## config.mk

```make
export PLATFORM = sky130hd
export DESIGN_NAME = touch_gesture_classifier
export DESIGN_NICKNAME = d
export VERILOG_FILES = /design/src/rtl/core/tgc_pkg.sv /design/src/rtl/core/touch_gesture_classifier.sv /design/src/rtl/core/tgc_dist.sv /design/src/rtl/core/tgc_core.sv
export SDC_FILE = /design/constraint.sdc
export NUM_CORES = 1
export LEC_CHECK = 0
export BUFFER_PORTS_ARGS = -buffer_cell sky130_fd_sc_hd__buf_2
export CAP_MARGIN = 0
export CORE_UTILIZATION = 45
export CTS_BUF_LIST = sky130_fd_sc_hd__clkbuf_16
export CTS_CLUSTER_DIAMETER = 80
export CTS_CLUSTER_SIZE = 40
export DETAILED_ROUTE_END_ITERATION = 8
export PLACE_DENSITY_LB_ADDON = 0.08
export SYNTH_ARGS = -nofsm -noshare
export SYNTH_HDL_FRONTEND = slang
export SYNTH_SLANG_ARGS = --single-unit
```

## constraint.sdc

```tcl
create_clock -name clk -period 5.1 [get_ports clk]
set_input_delay 1.02 -clock clk [delete_from_list [all_inputs] [get_ports clk]]
set_output_delay 1.02 -clock clk [all_outputs]
set_load 0.05 [all_outputs]
```

## src/rtl/core/tgc_pkg.sv

```systemverilog
// ----------------------------------------------------------------------------
// tgc_pkg
// Shared types and constants of the touch gesture classifier.
// ----------------------------------------------------------------------------
package tgc_pkg;

    localparam int COORD_BITS = 12;
    localparam int COUNT_BITS = 4;
    localparam int DIST_BITS  = COORD_BITS + 1;
    localparam int HOLD_BITS  = 17;
    localparam int TICK_BITS  = 16;
    localparam int RAD_BITS   = 8;

    localparam int GESTURE_BITS  = 3;
    localparam int IN_FIELD_BITS = COUNT_BITS + 2 * COORD_BITS;
    localparam int IN_DATA_BITS  = ((IN_FIELD_BITS + 7) / 8) * 8;
    localparam int OUT_DATA_BITS = ((GESTURE_BITS + 7) / 8) * 8;

    localparam int APB_ADDR_BITS = 4;
    localparam int APB_DATA_BITS = 32;

    // Register indexes on the configuration port
    localparam logic [1:0] REG_LONG_PRESS = 2'd0;
    localparam logic [1:0] REG_DTAP_GAP   = 2'd1;
    localparam logic [1:0] REG_STILL_RAD  = 2'd2;
    localparam logic [1:0] REG_DTAP_RAD   = 2'd3;

    localparam logic [TICK_BITS-1:0] LONG_PRESS_RESET = 16'd30;
    localparam logic [TICK_BITS-1:0] DTAP_GAP_RESET   = 16'd15;
    localparam logic [RAD_BITS-1:0]  STILL_RAD_RESET  = 8'd2;
    localparam logic [RAD_BITS-1:0]  DTAP_RAD_RESET   = 8'd5;

    typedef enum logic [GESTURE_BITS-1:0] {
        G_IDLE = 3'd0,
        G_DOWN = 3'd1,
        G_UP   = 3'd2,
        G_TAP  = 3'd3,
        G_LONG = 3'd4,
        G_DTAP = 3'd5
    } gesture_t;

    typedef struct packed {
        logic [TICK_BITS-1:0] long_press_ticks;
        logic [TICK_BITS-1:0] double_tap_gap_ticks;
        logic [RAD_BITS-1:0]  still_radius;
        logic [RAD_BITS-1:0]  double_tap_radius;
    } cfg_t;

    // Distance verdicts against the anchor point
    typedef struct packed {
        logic still;
        logic near_tap;
    } dist_flags_t;

endpackage

```

## src/rtl/core/touch_gesture_classifier.sv

```systemverilog
// ----------------------------------------------------------------------------
// touch_gesture_classifier
// Tap, long-press and double-tap detector over a stream of touch frames.
// ----------------------------------------------------------------------------
// One touch frame goes in per request and exactly one gesture code comes out
// (0 idle, 1 down, 2 up, 3 tap, 4 long press, 5 double tap). The block takes a
// new frame every clock cycle while the result is not held up by the sink; the
// input register holds the frame, the decision logic runs from it and the
// result register captures the gesture when it is free or being drained.
// While a finished gesture waits for the sink, one more frame is still taken
// into an empty input register; beyond that the input stalls until the sink
// takes the result. Touch state (hold and gap counters, anchor, previous
// gesture and point count) lives across frames and is only cleared by reset.
// Write the four thresholds over the register port while no frame is in
// flight.
// ----------------------------------------------------------------------------
module touch_gesture_classifier
    import tgc_pkg::*;
(
    input  logic                     clk,
    input  logic                     rst_n,

    // Frame input
    input  logic                     s_tvalid,
    output logic                     s_tready,
    // point_count [COUNT_BITS], point_x [COORD_BITS], point_y [COORD_BITS], zero pad
    input  logic [IN_DATA_BITS-1:0]  s_tdata,
    // recalc
    input  logic                     s_tuser,

    // Gesture output
    output logic                     m_tvalid,
    input  logic                     m_tready,
    // gesture [3], zero pad
    output logic [OUT_DATA_BITS-1:0] m_tdata,

    // Register port
    input  logic                     psel,
    input  logic                     penable,
    input  logic                     pwrite,
    input  logic [APB_ADDR_BITS-1:0] paddr,
    input  logic [APB_DATA_BITS-1:0] pwdata,
    output logic [APB_DATA_BITS-1:0] prdata,
    output logic                     pready
);

    localparam int PX_LO = COUNT_BITS;
    localparam int PY_LO = COUNT_BITS + COORD_BITS;

    cfg_t                  cfg_reg, cfg_next;
    logic [1:0]            reg_idx;
    logic                  cfg_write;

    logic                  in_valid_reg, in_valid_next;
    logic [COUNT_BITS-1:0] cnt_reg;
    logic [COORD_BITS-1:0] px_reg;
    logic [COORD_BITS-1:0] py_reg;
    logic                  recalc_reg;

    logic                  out_valid_reg, out_valid_next;
    gesture_t              gesture_reg;
    gesture_t              gesture;

    logic                  s_take;
    logic                  advance;

    // ---------------- register port ----------------
    assign pready    = 1'b1;
    assign reg_idx   = paddr[3:2];
    assign cfg_write = psel && penable && pwrite && pready;

    always_comb
    begin
        cfg_next = cfg_reg;
        if (cfg_write)
        begin
            unique case (reg_idx)
                REG_LONG_PRESS: cfg_next.long_press_ticks     = pwdata[TICK_BITS-1:0];
                REG_DTAP_GAP:   cfg_next.double_tap_gap_ticks = pwdata[TICK_BITS-1:0];
                REG_STILL_RAD:  cfg_next.still_radius         = pwdata[RAD_BITS-1:0];
                REG_DTAP_RAD:   cfg_next.double_tap_radius    = pwdata[RAD_BITS-1:0];
            endcase
        end
    end

    always_comb
    begin
        unique case (reg_idx)
            REG_LONG_PRESS: prdata = APB_DATA_BITS'(cfg_reg.long_press_ticks);
            REG_DTAP_GAP:   prdata = APB_DATA_BITS'(cfg_reg.double_tap_gap_ticks);
            REG_STILL_RAD:  prdata = APB_DATA_BITS'(cfg_reg.still_radius);
            REG_DTAP_RAD:   prdata = APB_DATA_BITS'(cfg_reg.double_tap_radius);
        endcase
    end

    always_ff @(posedge clk or negedge rst_n)
    begin
        if (!rst_n)
        begin
            cfg_reg.long_press_ticks     <= LONG_PRESS_RESET;
            cfg_reg.double_tap_gap_ticks <= DTAP_GAP_RESET;
            cfg_reg.still_radius         <= STILL_RAD_RESET;
            cfg_reg.double_tap_radius    <= DTAP_RAD_RESET;
        end
        else
        begin
            cfg_reg <= cfg_next;
        end
    end

    // ---------------- frame pipeline ----------------
    // Advance the held frame whenever the result register is free or draining
    assign advance  = in_valid_reg && (!out_valid_reg || m_tready);
    assign s_tready = !in_valid_reg || advance;
    assign s_take   = s_tvalid && s_tready;

    always_comb
    begin
        in_valid_next = in_valid_reg;
        if (s_take)
        begin
            in_valid_next = 1'b1;
        end
        else if (advance)
        begin
            in_valid_next = 1'b0;
        end

        out_valid_next = out_valid_reg;
        if (advance)
        begin
            out_valid_next = 1'b1;
        end
        else if (m_tready)
        begin
            out_valid_next = 1'b0;
        end
    end

    always_ff @(posedge clk or negedge rst_n)
    begin
        if (!rst_n)
        begin
            in_valid_reg  <= 1'b0;
            out_valid_reg <= 1'b0;
        end
        else
        begin
            in_valid_reg  <= in_valid_next;
            out_valid_reg <= out_valid_next;
        end
    end

    // Payload registers: load on take, hold otherwise
    always_ff @(posedge clk)
    begin
        if (s_take)
        begin
            cnt_reg    <= s_tdata[COUNT_BITS-1:0];
            px_reg     <= s_tdata[PX_LO +: COORD_BITS];
            py_reg     <= s_tdata[PY_LO +: COORD_BITS];
            recalc_reg <= s_tuser;
        end
        if (advance)
        begin
            gesture_reg <= gesture;
        end
    end

    tgc_core u_core (
        .clk         (clk),
        .rst_n       (rst_n),
        .commit      (advance),
        .point_count (cnt_reg),
        .point_x     (px_reg),
        .point_y     (py_reg),
        .recalc      (recalc_reg),
        .cfg         (cfg_reg),
        .gesture     (gesture)
    );

    assign m_tvalid = out_valid_reg;
    assign m_tdata  = OUT_DATA_BITS'(gesture_reg);

    // Every decided frame shows up as a result in the next cycle
    a_advance_result: assert property (@(posedge clk) disable iff (!rst_n)
        advance |=> m_tvalid)
        else $error("decided frame produced no result");

    // Back-pressure only when a frame is parked and the result is stuck
    a_ready_stall: assert property (@(posedge clk) disable iff (!rst_n)
        !s_tready |-> (in_valid_reg && out_valid_reg && !m_tready))
        else $error("input stalled without a blocked result");

    a_code_range: assert property (@(posedge clk) disable iff (!rst_n)
        m_tvalid |-> (m_tdata[GESTURE_BITS-1:0] <= GESTURE_BITS'(G_DTAP)))
        else $error("gesture code out of range");

endmodule

```

## src/rtl/core/tgc_dist.sv

```systemverilog
// ----------------------------------------------------------------------------
// tgc_dist
// Manhattan distance from the anchor point and the two radius compares.
// ----------------------------------------------------------------------------
module tgc_dist
    import tgc_pkg::*;
(
    input  logic [COORD_BITS-1:0] anchor_x,
    input  logic [COORD_BITS-1:0] anchor_y,
    input  logic [COORD_BITS-1:0] point_x,
    input  logic [COORD_BITS-1:0] point_y,
    input  logic [RAD_BITS-1:0]   still_radius,
    input  logic [RAD_BITS-1:0]   double_tap_radius,
    output dist_flags_t           flags
);

    logic [COORD_BITS-1:0] dx;
    logic [COORD_BITS-1:0] dy;
    logic [DIST_BITS-1:0]  manhattan;

    assign dx        = (anchor_x > point_x) ? (anchor_x - point_x) : (point_x - anchor_x);
    assign dy        = (anchor_y > point_y) ? (anchor_y - point_y) : (point_y - anchor_y);
    assign manhattan = DIST_BITS'(dx) + DIST_BITS'(dy);

    assign flags.still    = (manhattan <= DIST_BITS'(still_radius));
    assign flags.near_tap = (manhattan <= DIST_BITS'(double_tap_radius));

endmodule

```

## src/rtl/core/tgc_core.sv

```systemverilog
// ----------------------------------------------------------------------------
// tgc_core
// Gesture decision and touch state: hold and gap counters, anchor, history.
// ----------------------------------------------------------------------------
module tgc_core
    import tgc_pkg::*;
(
    input  logic                  clk,
    input  logic                  rst_n,
    input  logic                  commit,
    input  logic [COUNT_BITS-1:0] point_count,
    input  logic [COORD_BITS-1:0] point_x,
    input  logic [COORD_BITS-1:0] point_y,
    input  logic                  recalc,
    input  cfg_t                  cfg,
    output gesture_t              gesture
);

    logic [HOLD_BITS-1:0]  hold_reg, hold_next;
    logic [HOLD_BITS-1:0]  gap_reg, gap_next;
    logic                  win_reg, win_next;
    logic [COORD_BITS-1:0] anchor_x_reg, anchor_x_next;
    logic [COORD_BITS-1:0] anchor_y_reg, anchor_y_next;
    gesture_t              last_reg, last_next;
    logic [COUNT_BITS-1:0] prev_cnt_reg, prev_cnt_next;

    dist_flags_t           dflags;
    logic                  release_path;
    logic                  hold_nz;
    logic                  tap;
    logic                  win_eff;
    logic [HOLD_BITS-1:0]  gap_eff;
    logic [HOLD_BITS-1:0]  sat;
    logic [HOLD_BITS-1:0]  gap_limit;
    logic                  window_live;

    tgc_dist u_dist (
        .anchor_x          (anchor_x_reg),
        .anchor_y          (anchor_y_reg),
        .point_x           (point_x),
        .point_y           (point_y),
        .still_radius      (cfg.still_radius),
        .double_tap_radius (cfg.double_tap_radius),
        .flags             (dflags)
    );

    assign release_path = (point_count != COUNT_BITS'(1)) || recalc;
    assign hold_nz      = (hold_reg != '0);
    assign sat          = HOLD_BITS'(cfg.long_press_ticks) + HOLD_BITS'(1);
    assign gap_limit    = HOLD_BITS'(cfg.double_tap_gap_ticks) + HOLD_BITS'(1);
    assign window_live  = win_reg && (gap_reg <= gap_limit);

    // A tap reopens the window with a fresh gap before the gap check runs
    assign tap     = release_path && hold_nz && (point_count <= COUNT_BITS'(1))
                     && (hold_reg < HOLD_BITS'(cfg.long_press_ticks));
    assign win_eff = win_reg || tap;
    assign gap_eff = tap ? '0 : gap_reg;

    always_comb
    begin
        hold_next     = hold_reg;
        gap_next      = gap_reg;
        win_next      = win_reg;
        anchor_x_next = anchor_x_reg;
        anchor_y_next = anchor_y_reg;
        last_next     = last_reg;
        prev_cnt_next = point_count;
        gesture       = G_IDLE;

        if (release_path)
        begin
            if (hold_nz && (point_count > COUNT_BITS'(1)))
            begin
                gesture = G_UP;
            end
            else if (tap)
            begin
                gesture = G_TAP;
            end
            last_next = gesture;
            hold_next = '0;
            if (win_eff && (gap_eff <= gap_limit) && (point_count == '0))
            begin
                win_next = 1'b1;
                gap_next = gap_eff + HOLD_BITS'(1);
            end
            else
            begin
                win_next = 1'b0;
                gap_next = gap_eff;
            end
        end
        else if (hold_nz)
        begin
            if (!dflags.still)
            begin
                gesture   = G_UP;
                last_next = G_UP;
                hold_next = '0;
            end
            else if (hold_reg >= HOLD_BITS'(cfg.long_press_ticks))
            begin
                if ((last_reg == G_LONG) || (last_reg == G_DTAP))
                begin
                    gesture = last_reg;
                end
                else
                begin
                    gesture   = G_LONG;
                    last_next = G_LONG;
                    hold_next = sat;
                end
            end
            else
            begin
                gesture   = G_DOWN;
                last_next = G_DOWN;
                hold_next = hold_reg + HOLD_BITS'(1);
            end
        end
        else if (prev_cnt_reg == '0)
        begin
            if (window_live && dflags.near_tap)
            begin
                gesture   = G_DTAP;
                hold_next = sat;
            end
            else
            begin
                gesture       = G_DOWN;
                hold_next     = HOLD_BITS'(1);
                anchor_x_next = point_x;
                anchor_y_next = point_y;
            end
            last_next = gesture;
            win_next  = 1'b0;
        end
        else
        begin
            gesture   = G_IDLE;
            last_next = G_IDLE;
        end
    end

    always_ff @(posedge clk or negedge rst_n)
    begin
        if (!rst_n)
        begin
            hold_reg     <= '0;
            gap_reg      <= '0;
            win_reg      <= 1'b0;
            anchor_x_reg <= '0;
            anchor_y_reg <= '0;
            last_reg     <= G_IDLE;
            prev_cnt_reg <= '0;
        end
        else if (commit)
        begin
            hold_reg     <= hold_next;
            gap_reg      <= gap_next;
            win_reg      <= win_next;
            anchor_x_reg <= anchor_x_next;
            anchor_y_reg <= anchor_y_next;
            last_reg     <= last_next;
            prev_cnt_reg <= prev_cnt_next;
        end
    end

    // An open tap window only survives empty frames with no touch held
    a_window_idle: assert property (@(posedge clk) disable iff (!rst_n)
        win_reg |-> ((prev_cnt_reg == '0) && (hold_reg == '0)))
        else $error("tap window open while a touch is present");

    a_dtap_holds: assert property (@(posedge clk) disable iff (!rst_n)
        (commit && (gesture == G_DTAP)) |=> (hold_reg != '0) && !win_reg)
        else $error("double tap did not start a held touch");

    a_tap_opens: assert property (@(posedge clk) disable iff (!rst_n)
        (commit && (gesture == G_TAP) && (point_count == '0)) |=> win_reg)
        else $error("tap on release did not open the window");

endmodule

```

; Word level (Yosys, flattened, before mapping)
; Index checks and enable logic that the tools add are counted.
[classes]
n_addsub = 9
n_mul = 0
div = 0
order_cmp = 10
eq_ne = 8
n_shift = 0
mux = 29
n_bitwise = 3
n_reduce_logical = 35
[op_table]
columns = cell, n
row1 = $mux 17, 9
row2 = $pmux 32 s4, 1
row3 = $sub 12x12->12, 4
row4 = $add 16x1->17 const B, 2
row5 = $add 17x1->17 const B, 2
row6 = $le 17x17->1, 2
row7 = $le 13x8->1, 2
row8 = $gt 12x12->1, 2
row9 = $mux 12, 2
row10 = $mux 3, 8
row11 = $ge 17x16->1, 1
row12 = $lt 17x16->1, 1
row13 = $reduce_bool 17->1, 1
row14 = $add 12x12->13, 1
row15 = $logic_and 1x1->1, 12
row16 = $reduce_and 2->1, 5
row17 = $logic_not 4->1, 2
row18 = $mux 1, 8
row19 = $eq 3x3->1 const B, 2
row20 = $reduce_and 3->1, 2
row21 = $reduce_bool 2->1, 3
row22 = $logic_or 1x1->1, 5
row23 = $ne 5x5->1 const B, 1
row24 = $reduce_and 5->1, 1
row25 = other kinds (11), 15
[totals]
register_bits = 148
latchBits = 0
ram_bits = 0
rom_bits = 0
output_inout_bits = 43
wordCells = 112
mem_count = 0

; Depth between registers and ports, before layout
[depth]
word_depth = 11
depth_mapped = 28

; By module
; Synthesis repeated with hierarchy kept, for this count alone.
[hier_totals]
cells_unflattened = 1235
area_unflattened_um2 = 12049.1
[by_module_without_submodules]
columns = mod, n_inst, cells_per_inst, area_each_um2, seq_area_each_um2
row1 = tgc_core, 1, 582, 5318.9, 1651.6
row2 = touch_gesture_classifier, 1, 196, 3448.3, 2225.9
row3 = tgc_dist, 1, 457, 3281.9, 0.0

; Least setup slack after synthesis
; Ideal clock, no wire load.
[synth_path]
path_type = flip-flop to flip-flop
startpoint = register u_core.anchor_x_reg[0]
endpoint = register u_core.hold_reg[10]
setup_time_ps = 129
t_arrival_ps = 5517
required_ps = 4971
setup_slack_ps = -546
path_stages_with_launch = 27
path_buffers = 2
synth_period_minus_slack_ps = 5646
cell_sequence = dfrtp_1 inv_1 ha_1 inv_1 fa_1 a211oi_1 o21a_1 nor3_1 o21ai_2 buf_2 mux2_2 inv_1 fa_1 nand2b_1 a21oi_1 nor2_1 xnor2_1 ha_1 a22o_1 nor4_1 o21ai_0 and4b_1 a211o_1 nand2b_4 o41ai_4 buf_4 o22ai_1
[synth_between]
elab_chain_len = 9
[synth_rtl]
columns = element, line_no
row1 = "start, declared", tgc_core.sv:22  ; logic [COORD_BITS-1:0] anchor_x_reg, anchor_x_next;
row2 = "start signal, assigned", tgc_core.sv:162  ; anchor_x_reg <= anchor_x_next;
row3 = $sub 12x12->12 / $gt 12x12->1 (equally long branches), tgc_dist.sv:21  ; assign dx = (anchor_x > point_x) ? (anchor_x - point_x) : (point_x - anchor_x);
row4 = $mux 12 *, tgc_dist.sv:21
row5 = $add 12x12->13 *, tgc_dist.sv:23  ; assign manhattan = DIST_BITS'(dx) + DIST_BITS'(dy);
row6 = $le 13x8->1, tgc_dist.sv:26  ; assign flags.near_tap = (manhattan <= DIST_BITS'(double_tap_radius));
row7 = $logic_and 1x1->1, tgc_core.sv:123  ; if (window_live && dflags.near_tap)
row8 = $mux 17, tgc_core.sv:123
row9 = $mux 17, tgc_core.sv:121  ; else if (prev_cnt_reg == '0)
row10 = $mux 17, tgc_core.sv:93  ; else if (hold_nz)
row11 = $mux 17, tgc_core.sv:70  ; if (release_path)
row12 = "end signal, assigned", tgc_core.sv:159  ; hold_reg <= hold_next;
row13 = "end, declared", tgc_core.sv:19  ; logic [HOLD_BITS-1:0] hold_reg, hold_next;
; Mark *: on every way between the ends. The rest lies on a longest branch, timed or not. The select of a mux whose other input is x is not followed.
; A chain may end at the register's enable or synchronous reset.

; Final worst setup path
[layout_path]
startpoint = register u_core.anchor_x_reg[0]
endpoint = register u_core.hold_reg[2]
; The elaborated chain is that of the path after synthesis.

==> key figures <==
Synthesis
  – Biggest area consumer among synthesized cells: dfrtp_1
  – YS warnings: 0
  – Share of synthesized registers carrying an async set or reset: 0.7838
  – Cell Area, Synth: 0.01150 mm²
  – Flip-flop cell with the highest count after synthesis: dfrtp_1
  – Number of flops mapped to enable cells by yosys: 32
  – Leading post-synthesis cells by cell area: dfrtp_1 23%, ha_1 14%, edfxtp_1 8.4%, mux2i_1 4.2%, inv_1 4.2%
  – Fraction of post-synthesis cell area in the top cell type by area: 0.2284
  – Synthesized instance count: 1,198
  – Number of flip-flops and latches in the synthesized netlist: 148
  – Library cells used by synthesis: 77
  – Syn avg cell area: 9.601 µm²
  – Sequential area share after synthesis: 0.3371

Cells and area
  – Layout Nets: 1,631
  – Sequential cell area: 0.003877 mm²
  – Fraction of layout cells with a size suffix above 1: 0.2817
  – Leading cell types in the layout, fill and taps excluded: 142 x buf_4, 125 x inv_1, 124 x ha_1
  – Final instance area: 0.01433 mm²
  – Post-layout util: 0.5706
  – Multi-input gate area in the final layout: 0.007214 mm²
  – Max reg flops: 48
  – Commonest non-fill, non-tap cell in the layout: buf_4
  – Total of fill cells in the finished design: 2,282
  – Layout overhead on the synthesized area: 24.56%

Global routing
  – Overall overflow remaining after global route: 0
  – Antenna violations before repair: 0
  – Largest net degree at the start of global routing: 56
  – Global-route wire length before repair: 46.66 mm
  – Vias in the first global route: 9,367
  – Total track usage: 0.2259

Placed design
  – Detailed-placement wirelength estimate: 22.02 mm
  – Cell Area, Placed: 0.01328 mm²
  – Final estimated routing congestion in global placement: 0.8774
  – Minimum setup slack after placement: -0.5462 ns
  – # port buffers: 74

Route
  – Number of nets with antenna violations after routing: 0
  – Detail-routed via count per cell: 5.308
  – Routed WL per cell: 16.27 µm
  – Initial DRT Pass Iterations: 5
  – Via count: 9,369
  – DRC Markers: 0
  – Total length of routed wires: 28.71 mm
  – DRT iter0 DRCs: 489

STA
  – Final Hold Vio Count: 0
  – Worst slew margin relative to its limit: 0.1308
  – Worst Clk Skew: 0.01791 ns
  – Setup TNS: -14.34 ns
  – Tightest Pin Transition: 1.292 ns
  – Part of the cycle the worst path needs: 1.099
  – Number of setup violations in the final report: 46
  – Shortest period the worst path allows: 5.603 ns
  – Setup repair after global routing missed its margin: true
  – Final worst setup slack: -0.5028 ns
  – Final slew viol count: 0
  – Highest clock frequency the design can meet: 178.5 MHz

Floorplan
  – Width of the die: 161.9 µm
  – Core region area: 0.02511 mm²
  – Total I/O pin count: 119
  – Vertical die dimension: 161.9 µm
  – Overall die area: 0.02620 mm²
  – Std-Cell Rows: 58
  – Initial standard-cell utilization of the core: 0.4581

CTS
  – Number of buffers created by CTS: 17
  – Clock insertion delay at the later pin of the skew report: 0.44 ns
  – CTS tree: done
  – Number of H-tree branching levels: 4
  – CTS Root Buffer Type: clkbuf_16
  – Clock Pin Slew Worst Setup and Hold Paths: 0.07 ns
  – # clock sinks: 148
  – CTS Buffer Depth: 2

Worst setup path
  – Max stage delay cell, worst path: dfrtp_1
  – Highest cell delay on the worst timing path: 0.40 ns
  – Worst setup SP type: flip-flop
  – Data required time of the critical path: 5.45 ns
  – CP delay by family, top: compound AO/OA/AOI/OAI gates
  – Worst setup EP type: flip-flop
  – Worst path bufs/invs: 5
  – CP Class: flip-flop to flip-flop
  – Maximum fanout encountered on the critical timing path: 8
  – Flop-to-flop setup slack: -0.50 ns
  – Data arrival time of the critical path: 5.95 ns

Power and ir drop
  – Lkg Pwr: 6.804 nW
  – P per Cell Area: 335.3 mW/mm²
  – Worst-case vdd ir drop: 0.2036 mV

Flow run
  – Number of max-cap violations: 0

Outcome
  – Violated checks: negative setup slack
  – Run status: finished, violations left

Worst hold path
  – Type of the worst min-delay path: flip-flop to flip-flop
-- cell families (layout without fill, tap and decap cells) --
family	Yosys count	in the layout	synth area share
mux	99	99	0.09953
compound gates	237	237	0.1408
xor+xnor	69	69	0.05254
buf+inv	177	393	0.06875
simple gates	332	332	0.1516
flops	148	148	0.3371
other cells	2	23	0.0006529
fa+ha+maj	134	134	0.1490
-- worst min-delay path, stage by stage, from the launching register on --
cell and delay, ns:
edfxtp_1 0.33, nand2_1 0.06, nand2_1 0.05
-- cell usage after synthesis (6+ instances only) --
library cell and number:
a21oi_1 72, nand2_1 90, mux4_2 8, nand3_1 43, a211oi_1 10, xor2_1 20, ha_1 129, or2_2 8
buf_2 7, nor2b_1 21, buf_4 25, mux2_2 42, o21a_1 11, a32oi_1 11, or3_1 10, o21bai_1 11
a21o_1 19, a211o_1 6, nor3_1 18, inv_1 128, dfrtp_1 105, and3_1 12, nand2b_1 14, o21ai_0 42
dfstp_2 11, edfxtp_1 32, nor4_1 12, xnor2_1 49, clkbuf_1 12, and2_1 6, mux2i_1 48, o22ai_2 10
nor2_1 47, nand4_1 22
-- metal layers --
metal / wire, µm / track usage
met5: 0 / 0
met4: 481 / 0.06475
met3: 832 / 0.03243
met2: 14430 / 0.3986
met1: 12970 / 0.2859
-- final cells by class --
class | count | share of cell area
multi-input cells | 893 | 0.5035
well taps | 330 | 0.02882
clock inverters | 15 | 0.01074
flip-flops and latches | 148 | 0.2706
diodes | 1 | 0.0001747
inverters | 129 | 0.03380
clock buffers | 17 | 0.02969
repair buffers | 232 | 0.1226
-- repair_timing --
| item | in CTS | in global routing |
|---|---|---|
| pin swaps | 15 | 20 |
| setup endpoints to repair | 46 | 47 |
| setup buffers | 11 | 5 |
| hold buffers | 0 | 0 |
| cloned | 2 | 2 |
| gates resized for setup | 20 | 29 |
-- per-stage QoR --
stage	hold slack, ns	power [mW]	instances
2_1_floorplan	0.4317	2.763	1218
3_3_place_gp	0.4533	3.351	1712
3_5_place_dp	0.4592	3.391	1712
4_1_cts	0.4761	4.778	1757
5_1_grt	0.5085	5.113	1764
6_report	0.4717	4.804	1765
-- final timing paths --
check,startpoint,end,depth (start not counted)
max in group asynchronous,rst_n,u_core.anchor_x_reg[11],2
setup reg to reg,u_core.anchor_x_reg[0],u_core.hold_reg[2],28
min in group asynchronous,rst_n,u_core.hold_reg[11],1
hold / removal,cnt_reg[1],u_core.prev_cnt_reg[1],2
setup / recovery,u_core.anchor_x_reg[0],u_core.hold_reg[2],28
hold reg to reg,cnt_reg[1],u_core.prev_cnt_reg[1],2
-- power by group --
| group | total [mW] | internal, mW | switching (mW) |
|---|---|---|---|
| registers | 1.49 | 1.36 | 0.130 |
| clock network | 1.28 | 0.725 | 0.557 |
| logic | 2.03 | 0.965 | 1.07 |
| total | 4.80 | 3.05 | 1.76 |
Power figures use the tool's default switching activity.
